## config.mk

```make
export PLATFORM = sky130hd
export DESIGN_NAME = csv_field_tokenizer
export DESIGN_NICKNAME = d
export VERILOG_FILES = /design/src/rtl/core/csvft_pkg.sv /design/src/rtl/core/csv_field_tokenizer.sv /design/src/rtl/core/csvft_space_buf.sv
export SDC_FILE = /design/constraint.sdc
export NUM_CORES = 1
export LEC_CHECK = 0
export BUFFER_PORTS_ARGS = -buffer_cell sky130_fd_sc_hd__buf_2
export CORE_AREA = 8 8 201 203
export DETAILED_ROUTE_END_ITERATION = 10
export DIE_AREA = 0 0 209 211
export PLACE_DENSITY = 0.75
export RECOVER_POWER = 50
export SKIP_LAST_GASP = 1
export SYNTH_ARGS = -nofsm -noshare
export SYNTH_HDL_FRONTEND = slang
export SYNTH_HIERARCHICAL = 1
export SYNTH_SLANG_ARGS = --single-unit
```

## constraint.sdc

```tcl
create_clock -name clk -period 5.25 [get_ports clk]
set_input_delay 0.7875 -clock clk [delete_from_list [all_inputs] [get_ports clk]]
set_output_delay 0.7875 -clock clk [all_outputs]
set_load 0.005 [all_outputs]
```

## src/rtl/core/csvft_pkg.sv

```systemverilog
// Shared types and constants of the CSV field tokenizer.
`default_nettype none

package csvft_pkg;

  localparam int BYTE_W = 8;

  localparam logic [BYTE_W-1:0] CH_SP    = 8'h20;
  localparam logic [BYTE_W-1:0] CH_TAB   = 8'h09;
  localparam logic [BYTE_W-1:0] CH_CR    = 8'h0D;
  localparam logic [BYTE_W-1:0] CH_NL    = 8'h0A;
  localparam logic [BYTE_W-1:0] CH_QUOTE = 8'h22;

  // register indexes, byte address is 4 times the index
  localparam logic [1:0] REG_DELIM     = 2'd0;
  localparam logic [1:0] REG_SKIP_ROWS = 2'd1;
  localparam logic [1:0] REG_SKIP_EMPTY = 2'd2;
  localparam logic [1:0] REG_HEADER    = 2'd3;

  localparam logic [BYTE_W-1:0] DELIM_RST = 8'd44;

  typedef enum logic [1:0] {
    KIND_DATA      = 2'd0,
    KIND_FIELD_END = 2'd1,
    KIND_ROW_END   = 2'd2
  } tok_kind_t;

  typedef struct packed {
    tok_kind_t         kind;
    logic [BYTE_W-1:0] data;
    logic              ovf;
  } pend_tok_t;

endpackage

`default_nettype wire

```

## src/rtl/core/csv_field_tokenizer.sv

```systemverilog
// Streaming CSV tokenizer top level: byte in, field bytes and field/row ends out.
//
// Input words carry one content byte in in_tdata and the end-of-text mark in
// in_tlast. Each output word is one token: out_tuser holds its
// kind (data byte, field end, row end), out_tdata its byte, column, row index
// and flags, out_tlast marks the last token caused by one input word.
// The block takes one input word at a time: accept in ST_IDLE, decode in
// ST_BYTE, then a single data byte or field end from ST_DATA. Held trailing
// spaces are flushed first: the flush walks the space buffer one entry a
// cycle, while the output register is free, through its single read port.
// A line end is decided in ST_LINE; field end (if kept) and row end follow.
// in_tready is high only while the sequencer is idle; the last token of a
// word may still sit in the output register while the next word is taken.
// A stalled receiver holds the output register and the sequencer waits.
// Synchronous reset clears all counters, the header and column-limit state,
// and loads the register reset values; the space buffer needs no clearing.
// Registers on the APB port: delimiter, rows to skip, skip empty lines,
// first row is header, at byte addresses 0, 4, 8 and 12.
`default_nettype none

module csv_field_tokenizer
  import csvft_pkg::*;
#(
  parameter int SPACE_DEPTH = 32,
  parameter int MAX_COLUMNS = 256
) (
  input  wire logic        clk,
  input  wire logic        rst_n,
  // input stream
  input  wire logic        in_tvalid,
  output logic             in_tready,
  input  wire logic [7:0]  in_tdata,   // [7:0] text_byte
  input  wire logic        in_tlast,   // end_of_text
  // token stream
  output logic             out_tvalid,
  input  wire logic        out_tready,
  output logic [55:0]      out_tdata,  // [7:0] field_byte, [15:8] column_index,
                                       // [47:16] row_index, [48] header_row,
                                       // [49] overflow_flag, [55:50] zero
  output logic [1:0]       out_tuser,  // [1:0] token_kind
  output logic             out_tlast,  // last_of_run
  // configuration
  input  wire logic        cfg_psel,
  input  wire logic        cfg_penable,
  input  wire logic        cfg_pwrite,
  input  wire logic [3:0]  cfg_paddr,
  input  wire logic [31:0] cfg_pwdata,
  output logic [31:0]      cfg_prdata,
  output logic             cfg_pready
);

  localparam int COL_W = $clog2(MAX_COLUMNS + 1);
  localparam int SC_W  = $clog2(SPACE_DEPTH + 2);
  localparam int IDX_W = SPACE_DEPTH > 1 ? $clog2(SPACE_DEPTH) : 1;

  localparam logic [COL_W-1:0] COL_MAX  = COL_W'(MAX_COLUMNS);
  localparam logic [COL_W:0]   COL_MAXW = (COL_W + 1)'(MAX_COLUMNS);
  localparam logic [SC_W-1:0]  SC_DEPTH = SC_W'(SPACE_DEPTH);
  localparam logic [SC_W-1:0]  SC_OVER  = SC_W'(SPACE_DEPTH + 1);

  typedef enum logic [2:0] {
    ST_IDLE,
    ST_BYTE,
    ST_FLUSH,
    ST_DATA,
    ST_LINE,
    ST_FEND,
    ST_ROWEND
  } state_t;

  // configuration registers
  logic [7:0]  delim_r;
  logic [15:0] rows_to_skip_r;
  logic        skip_empty_r;
  logic        first_hdr_r;
  logic        cfg_wr;

  // sequencer and tokenizer state
  state_t             state_r, state_nxt;
  logic [7:0]         byte_r, byte_nxt;
  logic               eot_r, eot_nxt;
  logic [15:0]        lines_seen_r, lines_seen_nxt;
  logic               in_quoted_r, in_quoted_nxt;
  logic               qp_r, qp_nxt;
  logic               fhc_r, fhc_nxt;
  logic               lhb_r, lhb_nxt;
  logic [COL_W-1:0]   col_r, col_nxt;
  logic [SC_W-1:0]    sc_r, sc_nxt;
  logic               hdr_taken_r, hdr_taken_nxt;
  logic [COL_W-1:0]   col_limit_r, col_limit_nxt;
  logic               limit_known_r, limit_known_nxt;
  logic [31:0]        data_rows_r, data_rows_nxt;
  pend_tok_t          pend_r, pend_nxt;
  logic [SC_W-1:0]    fl_cnt_r, fl_cnt_nxt;
  logic [SC_W-1:0]    fl_n_r, fl_n_nxt;
  logic               fl_ovf_r, fl_ovf_nxt;
  logic               line_go_r, line_go_nxt;
  logic               line_emit_r, line_emit_nxt;

  // output register
  logic               out_valid_r, out_valid_nxt;
  tok_kind_t          out_kind_r, out_kind_nxt;
  logic [7:0]         out_byte_r, out_byte_nxt;
  logic [7:0]         out_col_r, out_col_nxt;
  logic [31:0]        out_row_r, out_row_nxt;
  logic               out_hdr_r, out_hdr_nxt;
  logic               out_ovf_r, out_ovf_nxt;
  logic               out_last_r, out_last_nxt;

  // token to load this cycle
  logic               tok_load;
  tok_kind_t          tok_kind;
  logic [7:0]         tok_byte;
  logic [COL_W-1:0]   tok_col;
  logic               tok_ovf;
  logic               tok_last;

  // decode of the held byte
  logic               is_nl, is_ws, active, in_q_eff, is_dq, is_quote, is_delim, is_data;
  logic               kept, out_free, sc_over, lhb_after;
  logic [COL_W:0]     col_plus;
  logic               buf_we;
  logic [IDX_W-1:0]   buf_waddr, buf_raddr;
  logic [7:0]         buf_rdata;

  // ---------------- configuration port ----------------
  assign cfg_pready = 1'b1;
  assign cfg_wr     = cfg_psel && cfg_penable && cfg_pwrite && cfg_pready;

  always_ff @(posedge clk) begin
    if (!rst_n) begin
      delim_r        <= DELIM_RST;
      rows_to_skip_r <= '0;
      skip_empty_r   <= 1'b1;
      first_hdr_r    <= 1'b1;
    end else if (cfg_wr) begin
      case (cfg_paddr[3:2])
        REG_DELIM:      delim_r        <= cfg_pwdata[7:0];
        REG_SKIP_ROWS:  rows_to_skip_r <= cfg_pwdata[15:0];
        REG_SKIP_EMPTY: skip_empty_r   <= cfg_pwdata[0];
        REG_HEADER:     first_hdr_r    <= cfg_pwdata[0];
        default:        ;
      endcase
    end
  end

  always_comb begin
    case (cfg_paddr[3:2])
      REG_DELIM:      cfg_prdata = {24'd0, delim_r};
      REG_SKIP_ROWS:  cfg_prdata = {16'd0, rows_to_skip_r};
      REG_SKIP_EMPTY: cfg_prdata = {31'd0, skip_empty_r};
      REG_HEADER:     cfg_prdata = {31'd0, first_hdr_r};
      default:        cfg_prdata = '0;
    endcase
  end

  // ---------------- space buffer ----------------
  assign buf_waddr = sc_r[IDX_W-1:0];
  assign buf_raddr = fl_cnt_nxt[IDX_W-1:0];

  csvft_space_buf #(
    .DEPTH (SPACE_DEPTH)
  ) u_space_buf (
    .clk     (clk),
    .wr_en   (buf_we),
    .wr_addr (buf_waddr),
    .wr_data (byte_r),
    .rd_addr (buf_raddr),
    .rd_data (buf_rdata)
  );

  // ---------------- byte decode ----------------
  assign is_nl    = (byte_r == CH_NL);
  assign is_ws    = (byte_r == CH_SP) || (byte_r == CH_TAB) || (byte_r == CH_CR) || is_nl;
  assign active   = !is_nl && (lines_seen_r >= rows_to_skip_r);
  assign in_q_eff = qp_r ? 1'b0 : in_quoted_r;
  assign is_dq    = qp_r && (byte_r == CH_QUOTE);
  assign is_quote = !is_dq && (byte_r == CH_QUOTE);
  assign is_delim = !is_dq && (byte_r != CH_QUOTE) && (byte_r == delim_r) && !in_q_eff;
  assign is_data  = !is_quote && !is_delim;
  assign kept     = (col_r < COL_MAX) && (!limit_known_r || (col_r < col_limit_r));
  assign sc_over  = (sc_r > SC_DEPTH);
  assign lhb_after = is_nl ? lhb_r : 1'b1;
  assign col_plus = {1'b0, col_r} + (COL_W + 1)'(1);
  assign out_free = !out_valid_r || out_tready;

  assign in_tready = (state_r == ST_IDLE);

  // ---------------- sequencer ----------------
  always_comb begin
    state_nxt       = state_r;
    byte_nxt        = byte_r;
    eot_nxt         = eot_r;
    lines_seen_nxt  = lines_seen_r;
    in_quoted_nxt   = in_quoted_r;
    qp_nxt          = qp_r;
    fhc_nxt         = fhc_r;
    lhb_nxt         = lhb_r;
    col_nxt         = col_r;
    sc_nxt          = sc_r;
    hdr_taken_nxt   = hdr_taken_r;
    col_limit_nxt   = col_limit_r;
    limit_known_nxt = limit_known_r;
    data_rows_nxt   = data_rows_r;
    pend_nxt        = pend_r;
    fl_cnt_nxt      = fl_cnt_r;
    fl_n_nxt        = fl_n_r;
    fl_ovf_nxt      = fl_ovf_r;
    line_go_nxt     = line_go_r;
    line_emit_nxt   = line_emit_r;
    buf_we          = 1'b0;

    tok_load = 1'b0;
    tok_kind = KIND_DATA;
    tok_byte = '0;
    tok_col  = col_r;
    tok_ovf  = 1'b0;
    tok_last = 1'b0;

    case (state_r)
      ST_IDLE: begin
        if (in_tvalid) begin
          byte_nxt  = in_tdata;
          eot_nxt   = in_tlast;
          state_nxt = ST_BYTE;
        end
      end

      ST_BYTE: begin
        line_go_nxt   = is_nl || eot_r;
        line_emit_nxt = (is_nl || eot_r) && (lines_seen_r >= rows_to_skip_r)
                        && (lhb_after || !skip_empty_r);
        state_nxt = (is_nl || eot_r) ? ST_LINE : ST_IDLE;
        if (!is_nl) begin
          lhb_nxt = 1'b1;
        end
        if (active) begin
          qp_nxt = is_quote && in_q_eff;
          if (is_quote) begin
            in_quoted_nxt = 1'b1;
          end else if (qp_r && !is_dq) begin
            in_quoted_nxt = 1'b0;
          end
          if (is_delim) begin
            if (kept) begin
              pend_nxt  = '{kind: KIND_FIELD_END, data: '0, ovf: 1'b0};
              state_nxt = ST_DATA;
            end
            fhc_nxt = 1'b0;
            sc_nxt  = '0;
            if (col_r < COL_MAX) begin
              col_nxt = col_r + COL_W'(1);
            end
          end else if (is_data && kept) begin
            if (!fhc_r) begin
              // drop leading whitespace
              if (!is_ws) begin
                fhc_nxt   = 1'b1;
                pend_nxt  = '{kind: KIND_DATA, data: byte_r, ovf: 1'b0};
                state_nxt = ST_DATA;
              end
            end else if (is_ws) begin
              // hold trailing whitespace, mark overflow once full
              if (sc_r < SC_DEPTH) begin
                buf_we = 1'b1;
                sc_nxt = sc_r + SC_W'(1);
              end else begin
                sc_nxt = SC_OVER;
              end
            end else begin
              pend_nxt  = '{kind: KIND_DATA, data: byte_r, ovf: sc_over};
              state_nxt = ST_DATA;
              sc_nxt    = '0;
              if (sc_r != '0) begin
                fl_cnt_nxt = '0;
                fl_n_nxt   = sc_over ? SC_DEPTH : sc_r;
                fl_ovf_nxt = sc_over;
                state_nxt  = ST_FLUSH;
              end
            end
          end
        end
      end

      ST_FLUSH: begin
        if (out_free) begin
          tok_load = 1'b1;
          tok_kind = KIND_DATA;
          tok_byte = buf_rdata;
          tok_ovf  = fl_ovf_r;
          fl_cnt_nxt = fl_cnt_r + SC_W'(1);
          if (fl_cnt_r + SC_W'(1) == fl_n_r) begin
            state_nxt = ST_DATA;
          end
        end
      end

      ST_DATA: begin
        if (out_free) begin
          tok_load  = 1'b1;
          tok_kind  = pend_r.kind;
          tok_byte  = pend_r.data;
          tok_ovf   = pend_r.ovf;
          // a delimiter has already advanced the column past its field
          tok_col   = (pend_r.kind == KIND_FIELD_END) ? col_r - COL_W'(1) : col_r;
          tok_last  = !line_emit_r;
          state_nxt = line_go_r ? ST_LINE : ST_IDLE;
        end
      end

      ST_LINE: begin
        if (line_emit_r) begin
          state_nxt = kept ? ST_FEND : ST_ROWEND;
        end else begin
          if (lines_seen_r < rows_to_skip_r) begin
            lines_seen_nxt = lines_seen_r + 16'd1;
          end
          in_quoted_nxt = 1'b0;
          qp_nxt        = 1'b0;
          fhc_nxt       = 1'b0;
          sc_nxt        = '0;
          col_nxt       = '0;
          lhb_nxt       = 1'b0;
          state_nxt     = ST_IDLE;
        end
      end

      ST_FEND: begin
        if (out_free) begin
          tok_load  = 1'b1;
          tok_kind  = KIND_FIELD_END;
          state_nxt = ST_ROWEND;
        end
      end

      ST_ROWEND: begin
        if (out_free) begin
          tok_load = 1'b1;
          tok_kind = KIND_ROW_END;
          tok_col  = '0;
          tok_ovf  = (col_r >= COL_MAX);
          tok_last = 1'b1;
          if (first_hdr_r && !hdr_taken_r) begin
            hdr_taken_nxt = 1'b1;
          end else begin
            data_rows_nxt = data_rows_r + 32'd1;
            if (lines_seen_r != 16'hFFFF) begin
              lines_seen_nxt = lines_seen_r + 16'd1;
            end
          end
          if (!limit_known_r) begin
            col_limit_nxt   = (col_plus > COL_MAXW) ? COL_MAX : col_plus[COL_W-1:0];
            limit_known_nxt = 1'b1;
          end
          in_quoted_nxt = 1'b0;
          qp_nxt        = 1'b0;
          fhc_nxt       = 1'b0;
          sc_nxt        = '0;
          col_nxt       = '0;
          lhb_nxt       = 1'b0;
          state_nxt     = ST_IDLE;
        end
      end

      default: state_nxt = ST_IDLE;
    endcase

    out_valid_nxt = out_valid_r && !out_tready;
    out_kind_nxt  = out_kind_r;
    out_byte_nxt  = out_byte_r;
    out_col_nxt   = out_col_r;
    out_row_nxt   = out_row_r;
    out_hdr_nxt   = out_hdr_r;
    out_ovf_nxt   = out_ovf_r;
    out_last_nxt  = out_last_r;
    if (tok_load) begin
      out_valid_nxt = 1'b1;
      out_kind_nxt  = tok_kind;
      out_byte_nxt  = tok_byte;
      out_col_nxt   = 8'(tok_col);
      out_row_nxt   = data_rows_r;
      out_hdr_nxt   = first_hdr_r && !hdr_taken_r;
      out_ovf_nxt   = tok_ovf;
      out_last_nxt  = tok_last;
    end
  end

  always_ff @(posedge clk) begin
    if (!rst_n) begin
      state_r       <= ST_IDLE;
      lines_seen_r  <= '0;
      in_quoted_r   <= 1'b0;
      qp_r          <= 1'b0;
      fhc_r         <= 1'b0;
      lhb_r         <= 1'b0;
      col_r         <= '0;
      sc_r          <= '0;
      hdr_taken_r   <= 1'b0;
      col_limit_r   <= '0;
      limit_known_r <= 1'b0;
      data_rows_r   <= '0;
      fl_cnt_r      <= '0;
      out_valid_r   <= 1'b0;
    end else begin
      state_r       <= state_nxt;
      lines_seen_r  <= lines_seen_nxt;
      in_quoted_r   <= in_quoted_nxt;
      qp_r          <= qp_nxt;
      fhc_r         <= fhc_nxt;
      lhb_r         <= lhb_nxt;
      col_r         <= col_nxt;
      sc_r          <= sc_nxt;
      hdr_taken_r   <= hdr_taken_nxt;
      col_limit_r   <= col_limit_nxt;
      limit_known_r <= limit_known_nxt;
      data_rows_r   <= data_rows_nxt;
      fl_cnt_r      <= fl_cnt_nxt;
      out_valid_r   <= out_valid_nxt;
      byte_r        <= byte_nxt;
      eot_r         <= eot_nxt;
      pend_r        <= pend_nxt;
      fl_n_r        <= fl_n_nxt;
      fl_ovf_r      <= fl_ovf_nxt;
      line_go_r     <= line_go_nxt;
      line_emit_r   <= line_emit_nxt;
      out_kind_r    <= out_kind_nxt;
      out_byte_r    <= out_byte_nxt;
      out_col_r     <= out_col_nxt;
      out_row_r     <= out_row_nxt;
      out_hdr_r     <= out_hdr_nxt;
      out_ovf_r     <= out_ovf_nxt;
      out_last_r    <= out_last_nxt;
    end
  end

  assign out_tvalid = out_valid_r;
  assign out_tuser  = out_kind_r;
  assign out_tlast  = out_last_r;
  assign out_tdata  = {6'd0, out_ovf_r, out_hdr_r, out_row_r, out_col_r, out_byte_r};

  // ---------------- assertions ----------------
  a_sc_bound : assert property (@(posedge clk) disable iff (!rst_n)
    sc_r <= SC_OVER)
    else $error("space count beyond overflow mark");

  a_col_bound : assert property (@(posedge clk) disable iff (!rst_n)
    col_r <= COL_MAX)
    else $error("column counter beyond limit");

  a_row_end_last : assert property (@(posedge clk) disable iff (!rst_n)
    (out_tvalid && (out_tuser == KIND_ROW_END)) |-> out_tlast)
    else $error("row end is not the last token of its word");

  a_no_accept_busy : assert property (@(posedge clk) disable iff (!rst_n)
    (in_tvalid && in_tready) |=> !in_tready)
    else $error("input accepted while decoding");

endmodule

`default_nettype wire

```

## src/rtl/core/csvft_space_buf.sv

```systemverilog
// Trailing whitespace buffer: one write port, one registered read port.
`default_nettype none

module csvft_space_buf
  import csvft_pkg::*;
#(
  parameter int DEPTH = 32
) (
  input  wire logic                                clk,
  input  wire logic                                wr_en,
  input  wire logic [(DEPTH > 1 ? $clog2(DEPTH) : 1)-1:0] wr_addr,
  input  wire logic [BYTE_W-1:0]                   wr_data,
  input  wire logic [(DEPTH > 1 ? $clog2(DEPTH) : 1)-1:0] rd_addr,
  output logic      [BYTE_W-1:0]                   rd_data
);

  logic [BYTE_W-1:0] mem [DEPTH];
  logic [BYTE_W-1:0] rd_data_r;

  always_ff @(posedge clk) begin
    if (wr_en) begin
      mem[wr_addr] <= wr_data;
    end
    rd_data_r <= mem[rd_addr];
  end

  assign rd_data = rd_data_r;

endmodule

`default_nettype wire
```

==> impl_metrics.csv <==
group,metric,value,unit
power,leakage,7.501,nW
hold_path,holdPathStages,1,
placed_design,dpl_cell_area,0.02098,mm²
timing,rsz0062_at_grt,"false",
status,outcome,"finished with violations",
die,die_height,211,µm
clock_tree,cts_hold_buf,0,
synth,ys_ff_latch,459,
synth,ys_types,80,
status,violations,"max-capacitance violations, max-slew violations",
grt,grt_start_max_net_pins,52,
grt,grt_pass1_vias,12220,
synth,synth_edf_count,337,
clock_tree,cts_buffer_depth,3,
synth,yosysMostFrequentCell,"edfxtp_1",
setup_path,path_cells,"nor2_1 -> nand3_1 -> nor2_2 -> ha_1 -> a21oi_1 -> nand4_1 -> or2_1 -> inv_6 -> or3_2 -> o21ai_0 -> buf_4 -> o21ai_4 -> buf_12 -> mux4_2 -> mux4_2 -> mux2_2",
routing,first_pass_iters,6,
synth,synth.yosys.seq_area_share,0.6328,
cells_and_area,syn_to_final_growth,13.17,%
setup_path,worstSetupEndpointType,"flip-flop",
timing,maxSlewHeadroom,-0.2361,
setup_path,worstSetupPathType,"flip-flop to flip-flop",
clock_tree,cts-root-buf,"clkbuf_16",
placed_design,portBuffers,104,
setup_path,reg2reg_to,"u_space_buf/rd_data[4]",
clock_tree,cts_tree,"yes",
setup_path,r2r_setup_slack,0.35,ns
timing,hold_violations,0,
die,core,0.03713,mm²
setup_path,crit_fanout,42,
synth,ys.flop_type,"edfxtp_1",
synth,synth_commonest_cells,"edfxtp_1, nor2_1, dfxtp_1",
clock_tree,cts_sinks,459,
setup_path,critPathMostFrequentCell,"mux4_2",
synth,yosys_warnings,6,
run,max_cap_viol_count,2,
routing,wirelength,43290,µm
timing,worstMarginPinSlew,1.854,ns
grt,grt_pass1_wl,67250,µm
die,die-area,0.04410,mm²
setup_path,worst_ep_required_time,5.72,ns
die,die-width,209,µm
routing,routed_via_density,5.814,
setup_path,reg2reg_from,"byte_r[0]",
clock_tree,path_clk_slew,0.06,ns
cells_and_area,postLayoutCellArea,0.02247,mm²
timing,period_needed,4.899,ns
setup_path,worstPathArrival,5.37,ns
cells_and_area,layout-drive-gt1-share,0.1789,
routing,routedWlPerCell,20.60,µm
hold_path,holdPathEnd,"byte_r[1]",
placed_design,numPlacedInstances,2011,
routing,dr_total_vias,12220,
die,io_pins,146,
setup_path,start_kind,"flip-flop",
cells_and_area,nNetsFinal,1677,
die,rows,71,
synth,synth_area_leaders,"edfxtp_1, dfxtp_1, mux4_2",
setup_path,critPathSlowestCell,"edfxtp_1",
die,start_util,0.5346,
timing,maxSlewViolCount,69,
synth,synth_top_area_share,0.5097,
setup_path,ff2ff_path_depth,16,
routing,drtIter0Drc,1113,
routing,drtAntennaViolNets,0,
clock_tree,cts_made_buffers,46,
cells_and_area,layoutNonFillerInstCount,2101,
timing,setup_viol,0,
power,power_density,348.9,mW/mm²
clock_tree,htreeDepth,2,
grt,grt_use_total,0.1937,
synth,syn_avg_cell_area,13.64,µm²
power,peakVddDrop,0.3282,mV
synth,synth_top_area_cell,"edfxtp_1",
synth,async_flop_share,0,
routing,drc,0,
timing,fmax,204.1,MHz
grt,gr-total-overflow,0,
cells_and_area,diodes,0,
cells_and_area,post-route-util,0.6051,
timing,setup_tns,0,ns
placed_design,dp_hpwl,28330,µm
placed_design,place_ws,0.1552,ns
setup_path,cpPeakStageDelay,0.55,ns
hold_path,hold_start,"in_tdata[1]",
clock_tree,clk_latency,0.59,ns
timing,setup_ws,0.3511,ns
timing,fin_skew,0.02292,ns
timing,fin_crit_sh,0.9331,
placed_design,gp_congestion,0.8702,
hold_path,worstHoldPathType,"primary input to flip-flop",
synth,synth_area,0.01985,mm²
synth,syn_inst,1456,
grt,antenna_found_initial,0,
cells in the final DEF (no fill, tap or decap), types with 31 or more instances in the layout:
| cell | n |
|---|---|
| xnor2_1 | 31 |
| nor2_1 | 131 |
| dfxtp_1 | 122 |
| inv_1 | 55 |
| clkbuf_16 | 46 |
| o21ai_0 | 48 |
| ha_1 | 35 |
| nand3_1 | 42 |
| mux4_2 | 81 |
| a21oi_1 | 53 |
| nand2_1 | 113 |
| buf_2 | 47 |
| clkbuf_1 | 67 |
| buf_4 | 44 |
| edfxtp_1 | 337 |
report_power, final:
| group | internal, mW | total [mW] | switching [mW] |
|---|---|---|---|
| Sequential | 3.94 | 3.97 | 0.0303 |
| Clock | 1.90 | 3.30 | 1.40 |
| Combinational | 0.253 | 0.573 | 0.321 |
how the worst max path moves through the flow:
stage                   start                      to  cells past startpoint
CTS                 byte_r[0]  u_space_buf/rd_data[5]                     15
global placement    byte_r[0]  u_space_buf/rd_data[5]                     15
floorplan           byte_r[4]  u_space_buf/rd_data[0]                     18
finish              byte_r[0]  u_space_buf/rd_data[4]                     16
detailed placement  byte_r[0]  u_space_buf/rd_data[5]                     15
global route        byte_r[0]  u_space_buf/rd_data[4]                     16
cells by family after synthesis:
group                      after synthesis  share of synthesized area
AOI/OAI and AO/OA                      182                    0.05855
muxes                                  113                     0.1085
and+or+nand+nor                        458                     0.1158
xor gates and xnor gates                59                    0.02603
other                                    2                  0.0003783
adders and majority gates               35                    0.02206
buffers and inverters                  148                    0.03586
DFF                                    459                     0.6328
stage by stage:
stage                     total power [mW]  hold slack [ns]
after floorplan                      4.443           0.4248
after global placement               4.597           0.4342
after detailed placement             4.611           0.4465
after CTS                            7.903           0.3435
after global routing                 8.086           0.3539
final                                7.838           0.3725
critical path: cells and delay by family, from the launching register on:
family / cells / cell delay (ns)
adders and majority gates: 1 / 0.18
AOI/OAI and AO/OA: 3 / 0.73
and+or+nand+nor: 6 / 1.41
muxes: 3 / 1.21
DFF: 1 / 0.55
buffers and inverters: 3 / 0.66
timing repair:
action                     CTS  global route
setup endpoints to repair    0             8
buffers inserted             0             5
gates resized for setup      0             0
registers in the layout, indices dropped and copies added, names as in the netlist, 2 cells and up:
register             flops
fl_n_r                   6
col_limit_r              9
u_space_buf/mem        256
out_col_r                8
out_row_r               32
delim_r                  8
u_space_buf/rd_data      8
data_rows_r             32
out_byte_r               8
rows_to_skip_r          16
col_r                    9
out_tuser                2
pend_r                  10
sc_r                     6
lines_seen_r            16
byte_r                   8
state_r                  3
fl_cnt_r                 6
layout make-up:
type	instances	area, µm²
clock buffer	58	1246
timing repair buffer	156	875.8
tap	474	593.1
sequential	459	12560
multi-input combinational	870	6676
inverter	57	219.0
fill	2859	14670
clock inverter	27	295.3
metal layers:
metal  global-route usage  part of all wire  wire (µm)
met5                    0                 0          0
met4              0.08481             0.036       1561
met3              0.03680             0.066       2860
met2               0.3293              0.50      21610
met1               0.2409              0.40      17250
Power figures use the tool's default switching activity.
